--- src/hw/rtl/sss_pkg.sv ---
// Shared types and constants for the sonar sweep scan controller.
package sss_pkg;

   localparam int unsigned ANGLE_BITS     = 8;
   localparam int unsigned PHASE_BITS     = 3;
   localparam int unsigned CSR_ADDR_BITS  = 5;
   localparam int unsigned CSR_DATA_BITS  = 32;
   localparam int unsigned CSR_INDEX_BITS = 3;
   localparam int unsigned DIST_LIMIT     = 999;

   // scan phases
   localparam logic [PHASE_BITS-1:0] PH_IDLE = 3'd0;
   localparam logic [PHASE_BITS-1:0] PH_PING = 3'd1;
   localparam logic [PHASE_BITS-1:0] PH_ECHO = 3'd2;
   localparam logic [PHASE_BITS-1:0] PH_MOVE = 3'd3;
   localparam logic [PHASE_BITS-1:0] PH_DONE = 3'd4;

   // request opcodes
   localparam logic OP_TICK  = 1'b0;
   localparam logic OP_START = 1'b1;

   // register indexes (byte address = 4 * index)
   localparam logic [CSR_INDEX_BITS-1:0] REG_SWEEP_STEP = 3'd0;
   localparam logic [CSR_INDEX_BITS-1:0] REG_SCAN_FROM  = 3'd1;
   localparam logic [CSR_INDEX_BITS-1:0] REG_SCAN_TO    = 3'd2;
   localparam logic [CSR_INDEX_BITS-1:0] REG_ANGLE_LOW  = 3'd3;
   localparam logic [CSR_INDEX_BITS-1:0] REG_ANGLE_HIGH = 3'd4;

   typedef logic [ANGLE_BITS-1:0] angle_type;

   typedef struct packed {
      angle_type sweep_step;
      angle_type scan_from;
      angle_type scan_to;
      angle_type angle_low;
      angle_type angle_high;
   } cfg_type;

   typedef struct packed {
      logic [PHASE_BITS-1:0] phase;
      angle_type             ping_angle;
      angle_type             end_angle;
      angle_type             step_used;
      angle_type             angle_at_min;
      angle_type             angle_at_max;
   } state_type;

   typedef struct packed {
      logic      ping_fire;
      logic      target_valid;
      angle_type target_angle;
      logic      sensor_reset;
   } cmd_type;

endpackage

--- src/hw/rtl/sss_req_if.sv ---
// Request channel: scan start or sensor status tick.
interface sss_req_if #(
   parameter int unsigned DISTANCE_BITS = 10
);
   logic                     valid;
   logic                     ready;
   logic                     op;
   logic                     sonar_ready;
   logic                     servo_settled;
   logic                     echo_valid;
   logic [DISTANCE_BITS-1:0] echo_distance;
   logic [7:0]               servo_angle;

   modport source (
      output valid, op, sonar_ready, servo_settled, echo_valid, echo_distance, servo_angle,
      input  ready
   );
   modport sink (
      input  valid, op, sonar_ready, servo_settled, echo_valid, echo_distance, servo_angle,
      output ready
   );
endinterface

--- src/hw/rtl/sss_rsp_if.sv ---
// Result channel: commands and scan status for one request.
interface sss_rsp_if #(
   parameter int unsigned DISTANCE_BITS = 10
);
   logic                     valid;
   logic                     ready;
   logic [2:0]               phase;
   logic                     ping_fire;
   logic                     target_valid;
   logic [7:0]               target_angle;
   logic                     sensor_reset;
   logic [DISTANCE_BITS-1:0] last_distance;
   logic [DISTANCE_BITS-1:0] min_distance;
   logic [7:0]               min_dist_angle;
   logic [DISTANCE_BITS-1:0] max_distance;
   logic [7:0]               max_dist_angle;
   logic                     scan_done;

   modport source (
      output valid, phase, ping_fire, target_valid, target_angle, sensor_reset,
             last_distance, min_distance, min_dist_angle, max_distance, max_dist_angle,
             scan_done,
      input  ready
   );
   modport sink (
      input  valid, phase, ping_fire, target_valid, target_angle, sensor_reset,
             last_distance, min_distance, min_dist_angle, max_distance, max_dist_angle,
             scan_done,
      output ready
   );
endinterface

--- src/hw/rtl/sss_csr.sv ---
// APB-style configuration registers of the scan controller.
module sss_csr (
   input  logic                                 clock,
   input  logic                                 reset,
   input  logic                                 psel,
   input  logic                                 penable,
   input  logic                                 pwrite,
   input  logic [sss_pkg::CSR_ADDR_BITS-1:0]    paddr,
   input  logic [sss_pkg::CSR_DATA_BITS-1:0]    pwdata,
   output logic [sss_pkg::CSR_DATA_BITS-1:0]    prdata,
   output sss_pkg::cfg_type                     cfg
);
   import sss_pkg::*;

   cfg_type                   cfg_ff;
   cfg_type                   cfg_in;
   logic [CSR_INDEX_BITS-1:0] index;
   logic                      wr_en;
   angle_type                 wr_val;

   assign index  = paddr[CSR_ADDR_BITS-1:2];
   assign wr_en  = psel && penable && pwrite;
   assign wr_val = pwdata[ANGLE_BITS-1:0];

   always_comb begin
      cfg_in = cfg_ff;
      if (wr_en) begin
         unique case (index)
            REG_SWEEP_STEP: cfg_in.sweep_step = wr_val;
            REG_SCAN_FROM:  cfg_in.scan_from  = wr_val;
            REG_SCAN_TO:    cfg_in.scan_to    = wr_val;
            REG_ANGLE_LOW:  cfg_in.angle_low  = wr_val;
            REG_ANGLE_HIGH: cfg_in.angle_high = wr_val;
            default: ;
         endcase
      end
   end

   always_comb begin
      unique case (index)
         REG_SWEEP_STEP: prdata = CSR_DATA_BITS'(cfg_ff.sweep_step);
         REG_SCAN_FROM:  prdata = CSR_DATA_BITS'(cfg_ff.scan_from);
         REG_SCAN_TO:    prdata = CSR_DATA_BITS'(cfg_ff.scan_to);
         REG_ANGLE_LOW:  prdata = CSR_DATA_BITS'(cfg_ff.angle_low);
         REG_ANGLE_HIGH: prdata = CSR_DATA_BITS'(cfg_ff.angle_high);
         default:        prdata = '0;
      endcase
   end

   always_ff @(posedge clock) begin
      if (reset) begin
         cfg_ff.sweep_step <= ANGLE_BITS'(1);
         cfg_ff.scan_from  <= '0;
         cfg_ff.scan_to    <= '0;
         cfg_ff.angle_low  <= '0;
         cfg_ff.angle_high <= ANGLE_BITS'(180);
      end else begin
         cfg_ff <= cfg_in;
      end
   end

   assign cfg = cfg_ff;

endmodule

--- src/hw/rtl/sss_step.sv ---
// One scan phase: next state and commands from the current state and a request.
module sss_step #(
   parameter int unsigned DISTANCE_BITS = 10
) (
   input  sss_pkg::cfg_type           cfg,
   input  sss_pkg::state_type         st,
   input  logic [DISTANCE_BITS-1:0]   dist_last,
   input  logic [DISTANCE_BITS-1:0]   dist_min,
   input  logic [DISTANCE_BITS-1:0]   dist_max,
   input  logic                       op,
   input  logic                       sonar_ready,
   input  logic                       servo_settled,
   input  logic                       echo_valid,
   input  logic [DISTANCE_BITS-1:0]   echo_distance,
   input  sss_pkg::angle_type         servo_angle,
   output sss_pkg::state_type         st_next,
   output logic [DISTANCE_BITS-1:0]   dist_last_next,
   output logic [DISTANCE_BITS-1:0]   dist_min_next,
   output logic [DISTANCE_BITS-1:0]   dist_max_next,
   output sss_pkg::cmd_type           cmd
);
   import sss_pkg::*;

   localparam int unsigned DIST_MASK = (1 << DISTANCE_BITS) - 1;
   localparam logic [DISTANCE_BITS-1:0] DIST_SAT =
      DISTANCE_BITS'((DIST_LIMIT < DIST_MASK) ? DIST_LIMIT : DIST_MASK);

   logic [DISTANCE_BITS-1:0] echo_sat;
   logic [ANGLE_BITS:0]      up_sum;
   logic [ANGLE_BITS:0]      down_floor;

   assign echo_sat   = (echo_distance > DIST_SAT) ? DIST_SAT : echo_distance;
   assign up_sum     = {1'b0, servo_angle} + {1'b0, st.step_used};
   assign down_floor = {1'b0, st.end_angle} + {1'b0, st.step_used};

   always_comb begin
      st_next        = st;
      dist_last_next = dist_last;
      dist_min_next  = dist_min;
      dist_max_next  = dist_max;
      cmd            = '0;

      if (op == OP_START) begin
         if (cfg.sweep_step == '0) begin
            // single point: keep previous step; clamp end angle, not the target
            priority if (cfg.scan_from < cfg.angle_low) begin
               st_next.end_angle = cfg.angle_low;
            end else if (cfg.scan_from > cfg.angle_high) begin
               st_next.end_angle = cfg.angle_high;
            end else begin
               st_next.end_angle = cfg.scan_from;
            end
            cmd.target_angle = cfg.scan_from;
         end else begin
            st_next.step_used = cfg.sweep_step;
            st_next.end_angle = (cfg.scan_to < cfg.angle_high) ? cfg.scan_to : cfg.angle_high;
            cmd.target_angle  = (cfg.scan_from > cfg.angle_low) ? cfg.scan_from : cfg.angle_low;
         end
         cmd.target_valid     = 1'b1;
         cmd.sensor_reset     = 1'b1;
         st_next.phase        = PH_PING;
         st_next.angle_at_min = '0;
         st_next.angle_at_max = '0;
         dist_min_next        = DIST_SAT;
         dist_max_next        = '0;
         dist_last_next       = DIST_SAT;
      end else begin
         unique case (st.phase)
            PH_PING: begin
               if (sonar_ready && servo_settled) begin
                  cmd.ping_fire      = 1'b1;
                  st_next.ping_angle = servo_angle;
                  st_next.phase      = PH_ECHO;
               end
            end
            PH_ECHO: begin
               if (echo_valid) begin
                  dist_last_next = echo_sat;
                  if (echo_sat < dist_min) begin
                     dist_min_next        = echo_sat;
                     st_next.angle_at_min = st.ping_angle;
                  end
                  if (echo_sat > dist_max) begin
                     dist_max_next        = echo_sat;
                     st_next.angle_at_max = st.ping_angle;
                  end
                  st_next.phase = (st.ping_angle != st.end_angle) ? PH_MOVE : PH_DONE;
               end
            end
            PH_MOVE: begin
               if (servo_angle > st.end_angle) begin
                  cmd.target_valid = 1'b1;
                  cmd.target_angle = ({1'b0, servo_angle} >= down_floor) ?
                                     (servo_angle - st.step_used) : st.end_angle;
               end else if (servo_angle < st.end_angle) begin
                  cmd.target_valid = 1'b1;
                  cmd.target_angle = (up_sum < {1'b0, st.end_angle}) ?
                                     up_sum[ANGLE_BITS-1:0] : st.end_angle;
               end
               st_next.phase = PH_PING;
            end
            default: ;
         endcase
      end
   end

endmodule

--- src/hw/rtl/sonar_sweep_scan_controller.sv ---
// Top level of the sonar sweep scan controller.
//
// Usage:
//  - req_bus carries one request per handshake: op=1 starts a scan from the
//    registers, op=0 is a tick with the current sonar/servo status.
//  - rsp_bus returns exactly one result per request, in order: the phase
//    after the request, the ping/target/sensor-reset commands it raised, and
//    the running last/min/max distances with their angles.
//  - csr_* is an APB-style port; five 8-bit registers at byte address 4*i
//    (step, from, to, angle low, angle high). Write only while idle.
// Timing:
//  - Input register loads the request at accept; phase logic runs on the
//    input register and its result is loaded into the result register.
//  - Throughput 1 request per cycle while results are taken; the scan state
//    is updated as the item moves from the input register to the result
//    register, so the next request sees it right away.
// Reset (synchronous, active high): both stages empty, phase idle, step 1,
//  minimum and last distance at saturation, maximum and angles zero.
// Stall: while rsp_bus.ready is low the result holds; one more request is
//  still taken into the input register, then req_bus.ready drops.
module sonar_sweep_scan_controller #(
   parameter int unsigned DISTANCE_BITS = 10
) (
   input  logic                                 clock,
   input  logic                                 reset,
   sss_req_if.sink                              req_bus,
   sss_rsp_if.source                            rsp_bus,
   input  logic                                 csr_psel,
   input  logic                                 csr_penable,
   input  logic                                 csr_pwrite,
   input  logic [sss_pkg::CSR_ADDR_BITS-1:0]    csr_paddr,
   input  logic [sss_pkg::CSR_DATA_BITS-1:0]    csr_pwdata,
   output logic [sss_pkg::CSR_DATA_BITS-1:0]    csr_prdata,
   output logic                                 csr_pready
);
   import sss_pkg::*;

   localparam int unsigned DIST_MASK = (1 << DISTANCE_BITS) - 1;
   localparam logic [DISTANCE_BITS-1:0] DIST_SAT =
      DISTANCE_BITS'((DIST_LIMIT < DIST_MASK) ? DIST_LIMIT : DIST_MASK);

   cfg_type cfg;

   // input register
   logic                     in_valid_ff, in_valid_in;
   logic                     op_ff;
   logic                     sonar_ready_ff;
   logic                     servo_settled_ff;
   logic                     echo_valid_ff;
   logic [DISTANCE_BITS-1:0] echo_distance_ff;
   angle_type                servo_angle_ff;

   // scan state
   state_type                st_ff, st_in;
   logic [DISTANCE_BITS-1:0] dist_last_ff, dist_last_in;
   logic [DISTANCE_BITS-1:0] dist_min_ff, dist_min_in;
   logic [DISTANCE_BITS-1:0] dist_max_ff, dist_max_in;
   cmd_type                  cmd;

   // result register
   logic                     out_valid_ff, out_valid_in;
   cmd_type                  cmd_ff;
   logic [PHASE_BITS-1:0]    phase_ff;
   logic [DISTANCE_BITS-1:0] last_distance_ff;
   logic [DISTANCE_BITS-1:0] min_distance_ff;
   logic [DISTANCE_BITS-1:0] max_distance_ff;
   angle_type                min_dist_angle_ff;
   angle_type                max_dist_angle_ff;

   logic req_accept;
   logic advance;

   // ---- configuration ----
   sss_csr u_csr (
      .clock   (clock),
      .reset   (reset),
      .psel    (csr_psel),
      .penable (csr_penable),
      .pwrite  (csr_pwrite),
      .paddr   (csr_paddr),
      .pwdata  (csr_pwdata),
      .prdata  (csr_prdata),
      .cfg     (cfg)
   );
   assign csr_pready = 1'b1;

   // ---- handshakes ----
   // advance: the input register hands its request to the result register
   assign advance       = in_valid_ff && (!out_valid_ff || rsp_bus.ready);
   assign req_bus.ready = !in_valid_ff || advance;
   assign req_accept    = req_bus.valid && req_bus.ready;

   assign in_valid_in  = req_accept ? 1'b1 : (advance ? 1'b0 : in_valid_ff);
   assign out_valid_in = advance ? 1'b1 : (rsp_bus.ready ? 1'b0 : out_valid_ff);

   always_ff @(posedge clock) begin
      if (reset) begin
         in_valid_ff  <= 1'b0;
         out_valid_ff <= 1'b0;
      end else begin
         in_valid_ff  <= in_valid_in;
         out_valid_ff <= out_valid_in;
      end
   end

   always_ff @(posedge clock) begin
      if (req_accept) begin
         op_ff            <= req_bus.op;
         sonar_ready_ff   <= req_bus.sonar_ready;
         servo_settled_ff <= req_bus.servo_settled;
         echo_valid_ff    <= req_bus.echo_valid;
         echo_distance_ff <= req_bus.echo_distance;
         servo_angle_ff   <= req_bus.servo_angle;
      end
   end

   // ---- phase logic ----
   sss_step #(
      .DISTANCE_BITS (DISTANCE_BITS)
   ) u_step (
      .cfg            (cfg),
      .st             (st_ff),
      .dist_last      (dist_last_ff),
      .dist_min       (dist_min_ff),
      .dist_max       (dist_max_ff),
      .op             (op_ff),
      .sonar_ready    (sonar_ready_ff),
      .servo_settled  (servo_settled_ff),
      .echo_valid     (echo_valid_ff),
      .echo_distance  (echo_distance_ff),
      .servo_angle    (servo_angle_ff),
      .st_next        (st_in),
      .dist_last_next (dist_last_in),
      .dist_min_next  (dist_min_in),
      .dist_max_next  (dist_max_in),
      .cmd            (cmd)
   );

   // scan state moves only when a request is consumed
   always_ff @(posedge clock) begin
      if (reset) begin
         st_ff.phase        <= PH_IDLE;
         st_ff.ping_angle   <= '0;
         st_ff.end_angle    <= '0;
         st_ff.step_used    <= ANGLE_BITS'(1);
         st_ff.angle_at_min <= '0;
         st_ff.angle_at_max <= '0;
         dist_last_ff       <= DIST_SAT;
         dist_min_ff        <= DIST_SAT;
         dist_max_ff        <= '0;
      end else if (advance) begin
         st_ff        <= st_in;
         dist_last_ff <= dist_last_in;
         dist_min_ff  <= dist_min_in;
         dist_max_ff  <= dist_max_in;
      end
   end

   // result register, loaded with the state after the request
   always_ff @(posedge clock) begin
      if (advance) begin
         cmd_ff            <= cmd;
         phase_ff          <= st_in.phase;
         last_distance_ff  <= dist_last_in;
         min_distance_ff   <= dist_min_in;
         max_distance_ff   <= dist_max_in;
         min_dist_angle_ff <= st_in.angle_at_min;
         max_dist_angle_ff <= st_in.angle_at_max;
      end
   end

   assign rsp_bus.valid          = out_valid_ff;
   assign rsp_bus.phase          = phase_ff;
   assign rsp_bus.ping_fire      = cmd_ff.ping_fire;
   assign rsp_bus.target_valid   = cmd_ff.target_valid;
   assign rsp_bus.target_angle   = cmd_ff.target_angle;
   assign rsp_bus.sensor_reset   = cmd_ff.sensor_reset;
   assign rsp_bus.last_distance  = last_distance_ff;
   assign rsp_bus.min_distance   = min_distance_ff;
   assign rsp_bus.min_dist_angle = min_dist_angle_ff;
   assign rsp_bus.max_distance   = max_distance_ff;
   assign rsp_bus.max_dist_angle = max_dist_angle_ff;
   assign rsp_bus.scan_done      = (phase_ff == PH_DONE);

endmodule

--- src/flat_wrapper.sv ---
// flat-port wrapper written by rule: the top's interface ports become plain ports
module sonar_sweep_scan_controller_flat import sss_pkg::*;
#(
   parameter int unsigned DISTANCE_BITS = 10
)
  (clock, reset, csr_psel, csr_penable, csr_pwrite, csr_paddr, csr_pwdata, csr_prdata, csr_pready, req_bus_valid, req_bus_op, req_bus_sonar_ready, req_bus_servo_settled, req_bus_echo_valid, req_bus_echo_distance, req_bus_servo_angle, req_bus_ready, rsp_bus_valid, rsp_bus_phase, rsp_bus_ping_fire, rsp_bus_target_valid, rsp_bus_target_angle, rsp_bus_sensor_reset, rsp_bus_last_distance, rsp_bus_min_distance, rsp_bus_min_dist_angle, rsp_bus_max_distance, rsp_bus_max_dist_angle, rsp_bus_scan_done, rsp_bus_ready);
  sss_req_if #(.DISTANCE_BITS(DISTANCE_BITS)) req_bus_i ();
  sss_rsp_if #(.DISTANCE_BITS(DISTANCE_BITS)) rsp_bus_i ();
  input  logic clock;
  input  logic reset;
  input  logic csr_psel;
  input  logic csr_penable;
  input  logic csr_pwrite;
  input  logic [sss_pkg::CSR_ADDR_BITS-1:0] csr_paddr;
  input  logic [sss_pkg::CSR_DATA_BITS-1:0] csr_pwdata;
  output logic [sss_pkg::CSR_DATA_BITS-1:0] csr_prdata;
  output logic csr_pready;
  input wire logic [$bits(req_bus_i.valid)-1:0] req_bus_valid;
  input wire logic [$bits(req_bus_i.op)-1:0] req_bus_op;
  input wire logic [$bits(req_bus_i.sonar_ready)-1:0] req_bus_sonar_ready;
  input wire logic [$bits(req_bus_i.servo_settled)-1:0] req_bus_servo_settled;
  input wire logic [$bits(req_bus_i.echo_valid)-1:0] req_bus_echo_valid;
  input wire logic [$bits(req_bus_i.echo_distance)-1:0] req_bus_echo_distance;
  input wire logic [$bits(req_bus_i.servo_angle)-1:0] req_bus_servo_angle;
  output wire logic [$bits(req_bus_i.ready)-1:0] req_bus_ready;
  output wire logic [$bits(rsp_bus_i.valid)-1:0] rsp_bus_valid;
  output wire logic [$bits(rsp_bus_i.phase)-1:0] rsp_bus_phase;
  output wire logic [$bits(rsp_bus_i.ping_fire)-1:0] rsp_bus_ping_fire;
  output wire logic [$bits(rsp_bus_i.target_valid)-1:0] rsp_bus_target_valid;
  output wire logic [$bits(rsp_bus_i.target_angle)-1:0] rsp_bus_target_angle;
  output wire logic [$bits(rsp_bus_i.sensor_reset)-1:0] rsp_bus_sensor_reset;
  output wire logic [$bits(rsp_bus_i.last_distance)-1:0] rsp_bus_last_distance;
  output wire logic [$bits(rsp_bus_i.min_distance)-1:0] rsp_bus_min_distance;
  output wire logic [$bits(rsp_bus_i.min_dist_angle)-1:0] rsp_bus_min_dist_angle;
  output wire logic [$bits(rsp_bus_i.max_distance)-1:0] rsp_bus_max_distance;
  output wire logic [$bits(rsp_bus_i.max_dist_angle)-1:0] rsp_bus_max_dist_angle;
  output wire logic [$bits(rsp_bus_i.scan_done)-1:0] rsp_bus_scan_done;
  input wire logic [$bits(rsp_bus_i.ready)-1:0] rsp_bus_ready;
  assign req_bus_i.valid = req_bus_valid;
  assign req_bus_i.op = req_bus_op;
  assign req_bus_i.sonar_ready = req_bus_sonar_ready;
  assign req_bus_i.servo_settled = req_bus_servo_settled;
  assign req_bus_i.echo_valid = req_bus_echo_valid;
  assign req_bus_i.echo_distance = req_bus_echo_distance;
  assign req_bus_i.servo_angle = req_bus_servo_angle;
  assign req_bus_ready = req_bus_i.ready;
  assign rsp_bus_valid = rsp_bus_i.valid;
  assign rsp_bus_phase = rsp_bus_i.phase;
  assign rsp_bus_ping_fire = rsp_bus_i.ping_fire;
  assign rsp_bus_target_valid = rsp_bus_i.target_valid;
  assign rsp_bus_target_angle = rsp_bus_i.target_angle;
  assign rsp_bus_sensor_reset = rsp_bus_i.sensor_reset;
  assign rsp_bus_last_distance = rsp_bus_i.last_distance;
  assign rsp_bus_min_distance = rsp_bus_i.min_distance;
  assign rsp_bus_min_dist_angle = rsp_bus_i.min_dist_angle;
  assign rsp_bus_max_distance = rsp_bus_i.max_distance;
  assign rsp_bus_max_dist_angle = rsp_bus_i.max_dist_angle;
  assign rsp_bus_scan_done = rsp_bus_i.scan_done;
  assign rsp_bus_i.ready = rsp_bus_ready;
  sonar_sweep_scan_controller #(.DISTANCE_BITS(DISTANCE_BITS)) u_core (.clock(clock), .reset(reset), .req_bus(req_bus_i), .rsp_bus(rsp_bus_i), .csr_psel(csr_psel), .csr_penable(csr_penable), .csr_pwrite(csr_pwrite), .csr_paddr(csr_paddr), .csr_pwdata(csr_pwdata), .csr_prdata(csr_prdata), .csr_pready(csr_pready));
endmodule
--- config.mk ---
export PLATFORM = sky130hd
export DESIGN_NAME = sonar_sweep_scan_controller_flat
export DESIGN_NICKNAME = d
export VERILOG_FILES = /design/src/hw/rtl/sss_pkg.sv /design/src/hw/rtl/sss_req_if.sv /design/src/hw/rtl/sss_rsp_if.sv /design/src/hw/rtl/sss_csr.sv /design/src/hw/rtl/sss_step.sv /design/src/hw/rtl/sonar_sweep_scan_controller.sv /design/src/flat_wrapper.sv
export SDC_FILE = /design/constraint.sdc
export NUM_CORES = 1
export LEC_CHECK = 0
export BUFFER_PORTS_ARGS = -buffer_cell sky130_fd_sc_hd__buf_4
export CAP_MARGIN = 20
export CORE_MARGIN = 5
export CORE_UTILIZATION = 40
export CTS_CLUSTER_DIAMETER = 80
export DETAILED_ROUTE_END_ITERATION = 8
export SLEW_MARGIN = 30
export SYNTH_ARGS = -nofsm -noshare
export SYNTH_HDL_FRONTEND = slang
export SYNTH_SLANG_ARGS = --single-unit
--- constraint.sdc ---
create_clock -name clock -period 11 [get_ports clock]
set_clock_uncertainty 0.1 [all_clocks]
set_input_delay 0.55 -clock clock [delete_from_list [all_inputs] [get_ports clock]]
set_output_delay 0.55 -clock clock [all_outputs]
set_load 0.01 [all_outputs]
==> implementation parameters, run 1 <==
Parameter                              Value

Run status
  Result of the run    completed

Global routing
  Residual overflow from global routing    0
  Global router's overall resource usage    0.185
  Largest net degree at the start of global routing    73
  Initial antenna violation count    0
  Wire length of the first global-routing pass    46.2 mm
  Via count of the first global-routing pass    8493

Layout
  Filler Cells Inserted    2658
  Share of post-route cells with drive strength above 1    0.151
  Multi-input gate area in the final layout    5810 µm²
  Filler-free cell count of the finished design    1613
  Post-layout utilization of the core    0.465
  Combined flip-flop and latch cell area    4760 µm²
  Final design instance area without fill    12900 µm²
  Diodes inserted    0
  Final layout net count    1375
  P&R area growth vs syn    14.8%

STA
  Final critical-path share of the clock period    0.416
  Max_slew headroom    0.340
  Setup TNS    0 ns
  Final hold violations    0
  Slew @ Worst Pin    0.982 ns
  Number of failing setup endpoints in the final timing report    0
  Minimum clock period after layout    4.57 ns
  Setup repair after global routing missed its margin    no
  Maximum clock frequency    0.219 GHz
  Max Transition Viols Final    0
  Minimum hold slack    0.185 ns
  Setup slack of the critical path after layout    6.43 ns

Yosys
  Area contributors post-synth    sky130_fd_sc_hd__edfxtp_1 (22%), sky130_fd_sc_hd__dfxtp_1 (21%), sky130_fd_sc_hd__mux2i_1 (10%), sky130_fd_sc_hd__ha_1 (9.4%), sky130_fd_sc_hd__nor2_1 (4.8%)
  Synth async-reset ratio    0
  Sequential-to-total area share from yosys stat    0.425
  Avg Inst Size Synth    9.82 µm²
  Mapped Cells    1141
  Area share of the largest cell type after synthesis    0.220
  Yosys warning count    0
  Summed instance area of the synthesized netlist    11200 µm²
  Leading area contributor after synthesis    sky130_fd_sc_hd__edfxtp_1
  Post-synth EDFFs    82
  Number of distinct library cell variants in the gate-level netlist after synthesis    68
  Most instantiated flip-flop cell in the synthesis netlist    sky130_fd_sc_hd__dfxtp_1
  Number of flip-flops and latches in the synthesized netlist    197

Detailed routing
  Final Routed Wirelength    28.8 mm
  First-pass iteration count of the detailed router    5
  Residual antenna-violating net count after detailed routing    0
  Number of violations reported at the end of detailed-routing iteration 0    611
  Wire length per cell after detailed routing    17.8 µm
  Detailed-route vias per instance    5.28
  Total vias in the final route    8520
  DR DRC count    0

Worst hold path
  Hold path startpoint    req_bus_echo_distance[1]
  Min-Delay Endpoint    u_core.echo_distance_ff[1]$_DFFE_PP_
  Worst hold path type    in -> reg
  Worst hold path cell count    1

Die
  Site Rows    61
  Die footprint    31500 µm²
  Area inside the core boundary    27700 µm²
  Starting Density    0.405
  Die height    177 µm
  Die X-Extent    177 µm
  Number of top-level pins    162

Setup path
  Kind of launch point of the worst setup path    flip-flop
  Critical path data arrival time    4.76 ns
  Worst reg2reg path startpoint    u_core.echo_distance_ff[5]$_DFFE_PP_
  Required time at the endpoint of the critical path    11.19 ns
  Nature of the critical path endpoint    flip-flop
  Number of cell instances on the worst register-to-register path    13
  Largest fanout of any net on the critical path    21
  Slack of the worst reg-to-reg path    6.43 ns
  R2r endpoint    u_core.dist_min_ff[7]$_SDFFE_PP1P_
  Kind of critical path    reg -> reg

Clocking
  CTS Buf Count    17
  Hold bufs inserted after CTS    0
  Post-CTS Resized    0
  CTS max path bufs    2
  Worst-skew pair later-pin latency    0.44 ns
  Number of post-CTS setup repair buffers    0
  TritonCTS clock tree    yes
  Clk pin slew, worst setup/hold paths    0.08 ns
  CTS root buf    sky130_fd_sc_hd__clkbuf_16
  H-tree Lvls    4
  Number of clock sinks seen by CTS    197

Pwr
  PD cells    122 nW/µm²
  Peak ir drop on the vdd network    103 µV
  Total power of the final layout    1.57 mW
  Static Leakage    5.14 nW

Placement
  Placed instance area    12300 µm²
  Post-DP HPWL    20.8 mm
  Gp weighted congestion    0.853
  Buffers added on ports    110
  Worst-case setup slack after placement    6.51 ns
  Placed Instances    1581

Run
  Max-capacitance violation count    0
[power breakdown]
part | leakage, nW | switching (mW) | internal (mW) | total, mW
clock | 0.284 | 0.299 | 0.341 | 0.640
combinational | 3.19 | 0.0857 | 0.0546 | 0.140
sequential | 1.67 | 0.0151 | 0.775 | 0.790
[cells in the mapped netlist, types with 4 or more instances]
cell type and number:
sky130_fd_sc_hd__a211o_1 18, sky130_fd_sc_hd__o22ai_1 10, sky130_fd_sc_hd__a21o_1 20, sky130_fd_sc_hd__mux2_2 8, sky130_fd_sc_hd__nor2b_1 10, sky130_fd_sc_hd__o21ai_0 20
sky130_fd_sc_hd__buf_2 5, sky130_fd_sc_hd__o32ai_1 22, sky130_fd_sc_hd__inv_1 87, sky130_fd_sc_hd__nor2_1 144, sky130_fd_sc_hd__and2_1 10, sky130_fd_sc_hd__clkbuf_1 43
sky130_fd_sc_hd__nand3_1 17, sky130_fd_sc_hd__o32ai_2 7, sky130_fd_sc_hd__nand4_1 8, sky130_fd_sc_hd__a211oi_1 6, sky130_fd_sc_hd__o211ai_1 8, sky130_fd_sc_hd__a32oi_1 7
sky130_fd_sc_hd__nand2_1 90, sky130_fd_sc_hd__xnor2_1 14, sky130_fd_sc_hd__xor2_1 12, sky130_fd_sc_hd__nand3b_1 5, sky130_fd_sc_hd__o221ai_1 17, sky130_fd_sc_hd__ha_1 84
sky130_fd_sc_hd__buf_4 25, sky130_fd_sc_hd__o21a_1 4, sky130_fd_sc_hd__a22oi_1 4, sky130_fd_sc_hd__a21oi_1 45, sky130_fd_sc_hd__nand2b_1 5, sky130_fd_sc_hd__dfxtp_1 115
sky130_fd_sc_hd__nor3_1 6, sky130_fd_sc_hd__mux2i_1 115, sky130_fd_sc_hd__edfxtp_1 82, sky130_fd_sc_hd__nor4_1 5, sky130_fd_sc_hd__o21bai_1 5, sky130_fd_sc_hd__buf_1 4
[cell type report]
type	instances	share of cell area
Inverter	88	0.0257
Clock inverter	15	0.0135
Tap cell	378	0.0367
Sequential cell	197	0.370
Multi-Input combinational cell	799	0.451
Clock buffer	17	0.0331
Timing Repair Buffer	119	0.0694
[cells by family after synthesis]
family	synth area share
multiplexers	0.113
AND/OR/NAND/NOR	0.125
buffers and inverters	0.0672
adder cells (fa/ha/maj)	0.0991
XOR/XNOR	0.0203
AO/OA/AOI/OAI	0.150
flip-flops	0.425
other	0.000670
[placed cells by master (no fill, tap or decap), drive strengths merged, types with 6 or more instances in the layout]
master	netlist	final
xor2	12	12
nand2	90	90
xnor2	14	14
o221ai	17	17
clkbuf	43	17
clkinv	0	6
o211ai	9	9
a21o	20	20
nand3	17	17
dfxtp	115	115
o22ai	10	10
ha	84	84
nor3	9	9
a211oi	7	7
buf	37	119
mux2	8	8
a21oi	45	45
o32ai	29	29
edfxtp	82	82
conb	2	25
a32oi	7	7
nor2	144	144
o21ai	26	26
inv	88	92
mux2i	115	115
nand4	9	9
a211o	18	18
and2	10	10
nor2b	10	10
[state kept, by name (all words and copies together), names as in the netlist, 3 cells and up]
register / count
u_core.st_ff: 43
u_core.u_csr.cfg: 40
u_core.dist_last_ff: 10
u_core.dist_max_ff: 10
u_core.dist_min_ff: 10
u_core.echo_distance_ff: 10
u_core.rsp_bus.last_distance: 10
u_core.rsp_bus.max_distance: 10
u_core.rsp_bus.min_distance: 10
u_core.rsp_bus.max_dist_angle: 8
u_core.rsp_bus.min_dist_angle: 8
u_core.rsp_bus.target_angle: 8
u_core.servo_angle_ff: 8
u_core.rsp_bus.phase: 3
[worst max path at each step]
| stage | startpoint | end | slack, ns | cells after the start |
|---|---|---|---|---|
| 2_1_floorplan | rsp_bus_ready | u_core.dist_last_ff[3]$_SDFFE_PP0P_ | 7.28 | 8 |
| 3_3_place_gp | u_core.echo_distance_ff[9]$_DFFE_PP_ | u_core.dist_min_ff[1]$_SDFFE_PP1P_ | 6.62 | 13 |
| 3_5_place_dp | u_core.echo_distance_ff[5]$_DFFE_PP_ | u_core.dist_min_ff[7]$_SDFFE_PP1P_ | 6.51 | 13 |
| 5_1_grt | u_core.echo_distance_ff[9]$_DFFE_PP_ | u_core.dist_min_ff[5]$_SDFFE_PP1P_ | 6.18 | 13 |
| 4_1_cts | u_core.echo_distance_ff[5]$_DFFE_PP_ | u_core.dist_min_ff[7]$_SDFFE_PP1P_ | 6.51 | 13 |
| 6_report | u_core.echo_distance_ff[5]$_DFFE_PP_ | u_core.dist_min_ff[7]$_SDFFE_PP1P_ | 6.43 | 13 |
[layer usage]
layer | up-vias | track usage | part of all wire
met3 | 36 | 0.0330 | 0.048
met4 | 0 | 0.0541 | 0.022
met2 | 209 | 0.297 | 0.46
met1 | 4062 | 0.255 | 0.47
met5 | - | 0 | 0
li1 | 4213 | - | -
[critical path: stages (launching register included)]
cell and delay [ns]:
sky130_fd_sc_hd__edfxtp_1 0.63, sky130_fd_sc_hd__nand4_4 0.20, sky130_fd_sc_hd__or2_2 0.34, sky130_fd_sc_hd__nor2_1 0.26, sky130_fd_sc_hd__nor2_1 0.15, sky130_fd_sc_hd__inv_1 0.18, sky130_fd_sc_hd__ha_1 0.26, sky130_fd_sc_hd__o21ai_0 0.17
sky130_fd_sc_hd__a31oi_1 0.08, sky130_fd_sc_hd__a211oi_1 0.37, sky130_fd_sc_hd__o211ai_2 0.47, sky130_fd_sc_hd__buf_4 0.40, sky130_fd_sc_hd__nor3_1 0.68, sky130_fd_sc_hd__a32oi_1 0.13
Power figures use the tool's default switching activity.
==> run 2, diff against run 1 <==
==> constraint.sdc (replaced) <==
create_clock -name clock -period 3.9 [get_ports clock]
set_clock_uncertainty 0.1 [all_clocks]
set_input_delay 0.195 -clock clock [delete_from_list [all_inputs] [get_ports clock]]
set_output_delay 0.195 -clock clock [all_outputs]
set_load 0.01 [all_outputs]
==> run 2 against run 1 <==
Critical path depth up 1. Total power grew to 2.9 times the previous value. Cell area increased by 4.1%. Die area is the same. Utilization grew 1.9 points. Cell count grew 3.7%. Flip-flop and latch count unchanged. Non-clock buffer count grew 59. Global-route usage increased by 0.24 points.
==> implementation parameters, run 2 (synthesis gave the netlist of run 1 again) <==
Parameter                              Value

Run status
  Result of the run    completed

Detailed routing
  Wire length per cell after detailed routing    17.6 µm
  Number of violations reported at the end of detailed-routing iteration 0    595
  Residual antenna-violating net count after detailed routing    0
  First-pass iteration count of the detailed router    5
  Final Routed Wirelength    29.4 mm
  DR DRC count    0
  Total vias in the final route    8747
  Detailed-route vias per instance    5.23

Global routing
  Wire length of the first global-routing pass    46.6 mm
  Initial antenna violation count    0
  Residual overflow from global routing    0
  Via count of the first global-routing pass    8537
  Global router's overall resource usage    0.187
  Largest net degree at the start of global routing    86

Clocking
  CTS Buf Count    17
  Clk pin slew, worst setup/hold paths    0.07 ns
  CTS root buf    sky130_fd_sc_hd__clkbuf_16
  H-tree Lvls    4
  TritonCTS clock tree    yes
  CTS max path bufs    2
  Worst-skew pair later-pin latency    0.44 ns
  Number of clock sinks seen by CTS    197

Layout
  Top library cells by usage in the layout, fill and taps aside    sky130_fd_sc_hd__nor2_1 (143), sky130_fd_sc_hd__buf_4 (143), sky130_fd_sc_hd__mux2i_1 (115), sky130_fd_sc_hd__dfxtp_1 (115), sky130_fd_sc_hd__nand2_1 (90)
  Share of post-route cells with drive strength above 1    0.159
  Flip-flop count of the largest register, all copies and words added    43
  Final layout net count    1434
  P&R area growth vs syn    19.6%
  Diodes inserted    0
  Biggest register    u_core.st_ff
  Post-layout utilization of the core    0.484

Worst hold path
  Worst hold path cell count    4
  Worst hold path type    in -> reg

Setup path
  Critical path data arrival time    3.90 ns
  Source of the critical timing path    u_core.echo_distance_ff[5]$_DFFE_PP_
  Kind of critical path    reg -> reg
  Number of cells on the critical path    14
  CP Capture Point    u_core.dist_min_ff[3]$_SDFFE_PP0P_
  Largest delay share family, worst path    simple AND/OR/NAND/NOR gates
  Critical-path cell with the highest stage delay    sky130_fd_sc_hd__edfxtp_1
  Nature of the critical path endpoint    flip-flop
  Count of buffering cells on the critical path with inverters included    3
  Required time at the endpoint of the critical path    4.15 ns
  Slack of the worst reg-to-reg path    0.24 ns
  Number of cell instances on the worst register-to-register path    14
  Worst reg2reg path startpoint    u_core.echo_distance_ff[5]$_DFFE_PP_
  Largest fanout of any net on the critical path    12
  R2r endpoint    u_core.dist_min_ff[3]$_SDFFE_PP0P_
  Critical Path, Cell by Cell    nand4_4, or2_2, nor2_1, nor2_1, inv_1, buf_4, ha_1, o21ai_0, a31oi_1, a211oi_1, o211ai_2, buf_4, nand2b_1, o32ai_1
  Slowest Stage Delay on Critical Path    0.40 ns
  Kind of launch point of the worst setup path    flip-flop

Die
  Die height    177 µm
  Area inside the core boundary    27700 µm²
  Number of top-level pins    162
  Starting Density    0.405
  Die footprint    31500 µm²
  Site Rows    61
  Die X-Extent    177 µm

STA
  Setup TNS    0 ns
  Slew @ Worst Pin    1.01 ns
  Setup repair after global routing missed its margin    no
  Final hold violations    0
  Final critical-path share of the clock period    0.937
  Max_slew headroom    0.328
  Minimum clock period after layout    3.66 ns
  Maximum clock frequency    0.274 GHz
  Setup slack of the critical path after layout    0.245 ns
  Max Transition Viols Final    0
  Number of failing setup endpoints in the final timing report    0

Pwr
  Internal power component    3.41 mW
  Static Leakage    5.41 nW
  Sequential power share    0.494
  Clock network power share    0.406
  Peak ir drop on the vdd network    273 µV
  Net switching power    1.08 mW
  Comb power frac    0.099
  Fraction of power spent switching nets    0.241
  PD cells    335 nW/µm²

Run
  Max-capacitance violation count    0

Placement
  Buffers added on ports    110
  Gp weighted congestion    0.897
  Worst-case setup slack after placement    0.310 ns
  Post-DP HPWL    21.5 mm
run 2: cell count changes in the layout (fill, tap and decap cells not counted), moves of 2 or more:
cell / change
sky130_fd_sc_hd__dlygate4sd3_1: +33
sky130_fd_sc_hd__buf_4: +24
sky130_fd_sc_hd__clkbuf_1: +5
sky130_fd_sc_hd__o21ai_1: +3
sky130_fd_sc_hd__o21ai_2: -3
sky130_fd_sc_hd__clkinvlp_4: -2
run 2: cell type report:
type	instances	area, µm²
fill	2616	14300
multi-input combinational	799	5800
sequential	197	4760
timing repair buffer	178	1440
tap	378	473
clock buffer	23	458
inverter	88	330
clock inverter	9	144
run 2: what timing repair did:
| item | 4_1_cts | 5_1_grt |
|---|---|---|
| endpoints found under the setup margin | 0 | 5 |
| endpoints found under the hold margin | 64 | 0 |
| buffers inserted | 0 | 0 |
| hold buffers | 33 | 0 |
| resized for setup | 0 | 3 |
run 2: worst register-to-register path, delay by kind of cell (launching register included):
kind,cells,cell delay (ns)
compound gates,5,1.07
fa+ha+maj,1,0.23
buf+inv,3,0.46
flops,1,0.40
simple gates,5,1.29
run 2: routing by layer:
layer	global-route usage	up-vias	wire, µm
li1	-	4340	-
met1	0.260	4166	13900
met2	0.304	220	13800
met3	0.0358	21	1440
met4	0.0416	0	339
met5	0	-	0
run 2: worst min-delay path by stage:
stage	from	slack [ns]	endpoint
after global routing	csr_paddr[2]	0.28	u_core.u_csr.cfg[18]$_SDFFE_PP0P_
after CTS	csr_paddr[2]	0.24	u_core.u_csr.cfg[19]$_SDFFE_PP0P_
final	csr_paddr[2]	0.26	u_core.u_csr.cfg[17]$_SDFFE_PP0P_
after detailed placement	req_bus_echo_distance[4]	0.27	u_core.echo_distance_ff[4]$_DFFE_PP_
after global placement	req_bus_echo_distance[4]	0.27	u_core.echo_distance_ff[4]$_DFFE_PP_
after floorplan	req_bus_echo_distance[0]	0.19	u_core.echo_distance_ff[0]$_DFFE_PP_
run 2: per-stage QoR:
stage	total power [mW]	hold WS, ns	area, µm²	std cells
final	4.49	0.255	13400	1672
after global routing	4.67	0.283	13400	1672
after CTS	4.53	0.244	13400	1672
after detailed placement	2.69	0.274	12500	1607
after global placement	2.68	0.274	12500	1607
after floorplan	2.54	0.194	11300	1164
run 2: power by group through the flow:
stage          combinational (mW)  clock, mW  sequential [mW]
6_report                    0.447       1.83             2.22
4_1_cts                     0.446       1.87             2.22
2_1_floorplan               0.267          0             2.27
5_1_grt                     0.491       1.95             2.23
3_3_place_gp                0.413          0             2.27
3_5_place_dp                0.418          0             2.27
==> run 3, diff against run 2 <==
--- a/config.mk
+++ b/config.mk
@@ -5,6 +5,7 @@
 export SDC_FILE = /design/constraint.sdc
 export NUM_CORES = 1
 export LEC_CHECK = 0
+export ABC_AREA = 1
 export BUFFER_PORTS_ARGS = -buffer_cell sky130_fd_sc_hd__buf_4
 export CAP_MARGIN = 20
 export CORE_MARGIN = 5
==> run 3 against run 2 <==
Critical path type unchanged. Cell area up 0.12%. Sequential power rose by 5%. Highest routed layer unchanged. Critical endpoint is now u_core.rsp_bus.target_angle[1]$_DFFE_PP_. Utilization shrank 1.2 points. Worst hold slack got worse by 0.16 ns.
==> implementation parameters, run 3 <==
Parameter                              Value

Yosys
  Largest family of logic cells by synthesized area    simple AND/OR/NAND/NOR gates
  Fraction of synthesized cell area in xor and xnor cells    0.0130
  Mapped Cells    1447
  Summed instance area of the synthesized netlist    11500 µm²
  Leading area contributor after synthesis    sky130_fd_sc_hd__edfxtp_1
  Yosys warning count    0
  Share of synthesized cell area in full adder, half adder and majority cells    0.0969
  Post-synth EDFFs    82
  Number of distinct library cell variants in the gate-level netlist after synthesis    47
  Sequential-to-total area share from yosys stat    0.416
  Top post-synthesis cells by count    sky130_fd_sc_hd__nand2_1 (245), sky130_fd_sc_hd__inv_1 (196), sky130_fd_sc_hd__a21oi_1 (168)
  Most instantiated flip-flop cell in the synthesis netlist    sky130_fd_sc_hd__dfxtp_1
  Number of flip-flops and latches in the synthesized netlist    197
  Area share of the largest cell type after synthesis    0.215
  Mux share of post-synthesis cell area    0
  Area contributors post-synth    sky130_fd_sc_hd__edfxtp_1 (21%), sky130_fd_sc_hd__dfxtp_1 (20%), sky130_fd_sc_hd__ha_1 (9.2%), sky130_fd_sc_hd__nand2_1 (8.0%), sky130_fd_sc_hd__a21oi_1 (7.3%)
  Avg Inst Size Synth    7.92 µm²
  Most frequent cell after synthesis    sky130_fd_sc_hd__nand2_1
  Area share of and/or/nand/nor cells after synthesis    0.192
  Share of the synthesized area in compound gates (AO/OA/AOI/OAI)    0.169
  Synth async-reset ratio    0

Setup path
  Nature of the critical path endpoint    flip-flop
  Largest fanout of any net on the critical path    9
  Critical path data arrival time    3.73 ns
  Kind of critical path    reg -> reg
  Number of cell instances on the worst register-to-register path    18
  Required time at the endpoint of the critical path    4.00 ns
  Kind of launch point of the worst setup path    flip-flop

Detailed routing
  Residual antenna-violating net count after detailed routing    0
  First-pass iteration count of the detailed router    6
  Total vias in the final route    10100
  DR DRC count    0
  Wire length per cell after detailed routing    16.4 µm
  Number of violations reported at the end of detailed-routing iteration 0    782
  Detailed-route vias per instance    5.15
  Final Routed Wirelength    32.0 mm

Pwr
  Static Leakage    6.02 nW
  Total power of the final layout    5.02 mW
  Peak ir drop on the vdd network    277 µV
  PD cells    374 nW/µm²

Clocking
  Number of clock sinks seen by CTS    197
  Clk pin slew, worst setup/hold paths    0.08 ns
  CTS Buf Count    17
  CTS max path bufs    2
  Number of post-CTS setup repair buffers    0
  Worst-skew pair later-pin latency    0.45 ns
  H-tree Lvls    4
  CTS root buf    sky130_fd_sc_hd__clkbuf_16
  TritonCTS clock tree    yes

Layout
  Biggest register    u_core.st_ff
  P&R area growth vs syn    17.0%
  Flip-flop count of the largest register, all copies and words added    43
  Final layout net count    1712
  Filler Cells Inserted    2809
  Top library cells by usage in the layout, fill and taps aside    sky130_fd_sc_hd__nand2_1 (244), sky130_fd_sc_hd__inv_1 (195), sky130_fd_sc_hd__a21oi_1 (168)
  Diodes inserted    0
  Share of post-route cells with drive strength above 1    0.122
  Filler-free cell count of the finished design    1956
  Leading cell type in the layout, fill and taps excluded    sky130_fd_sc_hd__nand2_1
  Post-layout utilization of the core    0.471

Die
  Die height    179 µm
  Die X-Extent    179 µm
  Site Rows    62
  Starting Density    0.403
  Number of top-level pins    162
  Die footprint    32100 µm²
  Area inside the core boundary    28500 µm²

Global routing
  Residual overflow from global routing    0
  Via count of the first global-routing pass    9515
  Global router's overall resource usage    0.200
  Initial antenna violation count    0
  Largest net degree at the start of global routing    73
  Wire length of the first global-routing pass    50.9 mm

STA
  Final critical-path share of the clock period    0.931
  Setup repair after global routing missed its margin    no
  Max_slew headroom    0.541
  Minimum hold slack    0.0962 ns
  Slew @ Worst Pin    0.689 ns
  Number of failing setup endpoints in the final timing report    0
  Minimum clock period after layout    3.63 ns
  Max Transition Viols Final    0
  Setup TNS    0 ns
  Final hold violations    0
  Maximum clock frequency    0.275 GHz

Run status
  Result of the run    completed

Placement
  Post-DP HPWL    23.5 mm
  Placed Instances    1892
  Gp weighted congestion    0.923
  Buffers added on ports    110

Run
  Max-capacitance violation count    0

Worst hold path
  Worst hold path type    in -> reg
  Worst hold path cell count    2
## run 3: changes by cell type in the layout (fill, tap and decap cells not counted), sizes merged, moves of 19 or more
cell and change:
nand3 +84, nand4 +33, o211ai +19, o32ai -29
a21oi +124, nand2 +164, mux2i -115, nor2 -68
inv +122, a21o -20, o21ai +94
## run 3: logic make-up after synthesis
logic type               count (synthesis)
XOR/XNOR                                17
AO/OA/AOI/OAI                          350
adder cells (fa/ha/maj)                 87
AND/OR/NAND/NOR                        492
other                                    2
buffers and inverters                  302
flip-flops                             197
## run 3: metrics by stage
step | instance area, µm² | setup WS [ns]
floorplan | 11500 | 0.843
global placement | 12500 | 0.341
detailed placement | 12500 | 0.271
CTS | 13400 | 0.259
global route | 13400 | 0.0249
finish | 13400 | 0.268
## run 3: path summary, 6_finish.rpt
path | start | endpoint | slack [ns]
max | u_core.servo_angle_ff[0]$_DFFE_PP_ | u_core.rsp_bus.target_angle[1]$_DFFE_PP_ | 0.27
min | reset | u_core.in_valid_ff$_SDFFE_PP0P_ | 0.1
max reg2reg | u_core.servo_angle_ff[0]$_DFFE_PP_ | u_core.rsp_bus.target_angle[1]$_DFFE_PP_ | 0.27
min reg2reg | u_core.dist_last_ff[7]$_SDFFE_PP1P_ | u_core.dist_last_ff[7]$_SDFFE_PP1P_ | 0.38
## run 3: cell type report
class	count	area, µm²	share of cell area
repair buffers	160	1290	0.0964
well taps	384	480	0.0358
inverters	212	798	0.0595
clock inverters	14	154	0.0115
clock buffers	18	429	0.0320
multi-input cells	971	5500	0.410
flip-flops and latches	197	4770	0.355
## run 3: power by group
group	total [mW]	switching [mW]	internal, mW
clock	1.79	0.922	0.864
sequential	2.32	0.0654	2.25
combinational	0.915	0.575	0.340
total	5.02	1.56	3.45
## run 3: repair_timing
item / CTS / global route
hold buffers: 32 / 0
gates resized for setup: 0 / 4
setup endpoints to repair: 0 / 8
endpoints found under the hold margin: 55 / 0
## run 3: critical path, stage by stage, from the launching register on
cell                       delay [ns]
sky130_fd_sc_hd__edfxtp_1        0.46
sky130_fd_sc_hd__ha_1            0.25
sky130_fd_sc_hd__fa_1            0.41
sky130_fd_sc_hd__nand3_1         0.11
sky130_fd_sc_hd__nand2_1         0.12
sky130_fd_sc_hd__a21oi_1         0.14
sky130_fd_sc_hd__o21ai_0         0.10
sky130_fd_sc_hd__xor2_1          0.27
sky130_fd_sc_hd__inv_1           0.08
sky130_fd_sc_hd__ha_1            0.30
sky130_fd_sc_hd__nand2_1         0.07
sky130_fd_sc_hd__nor3_1          0.33
sky130_fd_sc_hd__nor2_4          0.11
sky130_fd_sc_hd__nand2_2         0.15
sky130_fd_sc_hd__nand2_1         0.07
sky130_fd_sc_hd__nand3_1         0.08
sky130_fd_sc_hd__nand2_1         0.07
sky130_fd_sc_hd__nand2_1         0.10
sky130_fd_sc_hd__nand2_1         0.05
## run 3: metal layers
layer,global-route usage,wire (µm),up-vias
li1,-,-,5087
met1,0.273,14700,4661
met2,0.328,14900,271
met3,0.0245,1450,64
met4,0.0724,1040,0
met5,0,0,-
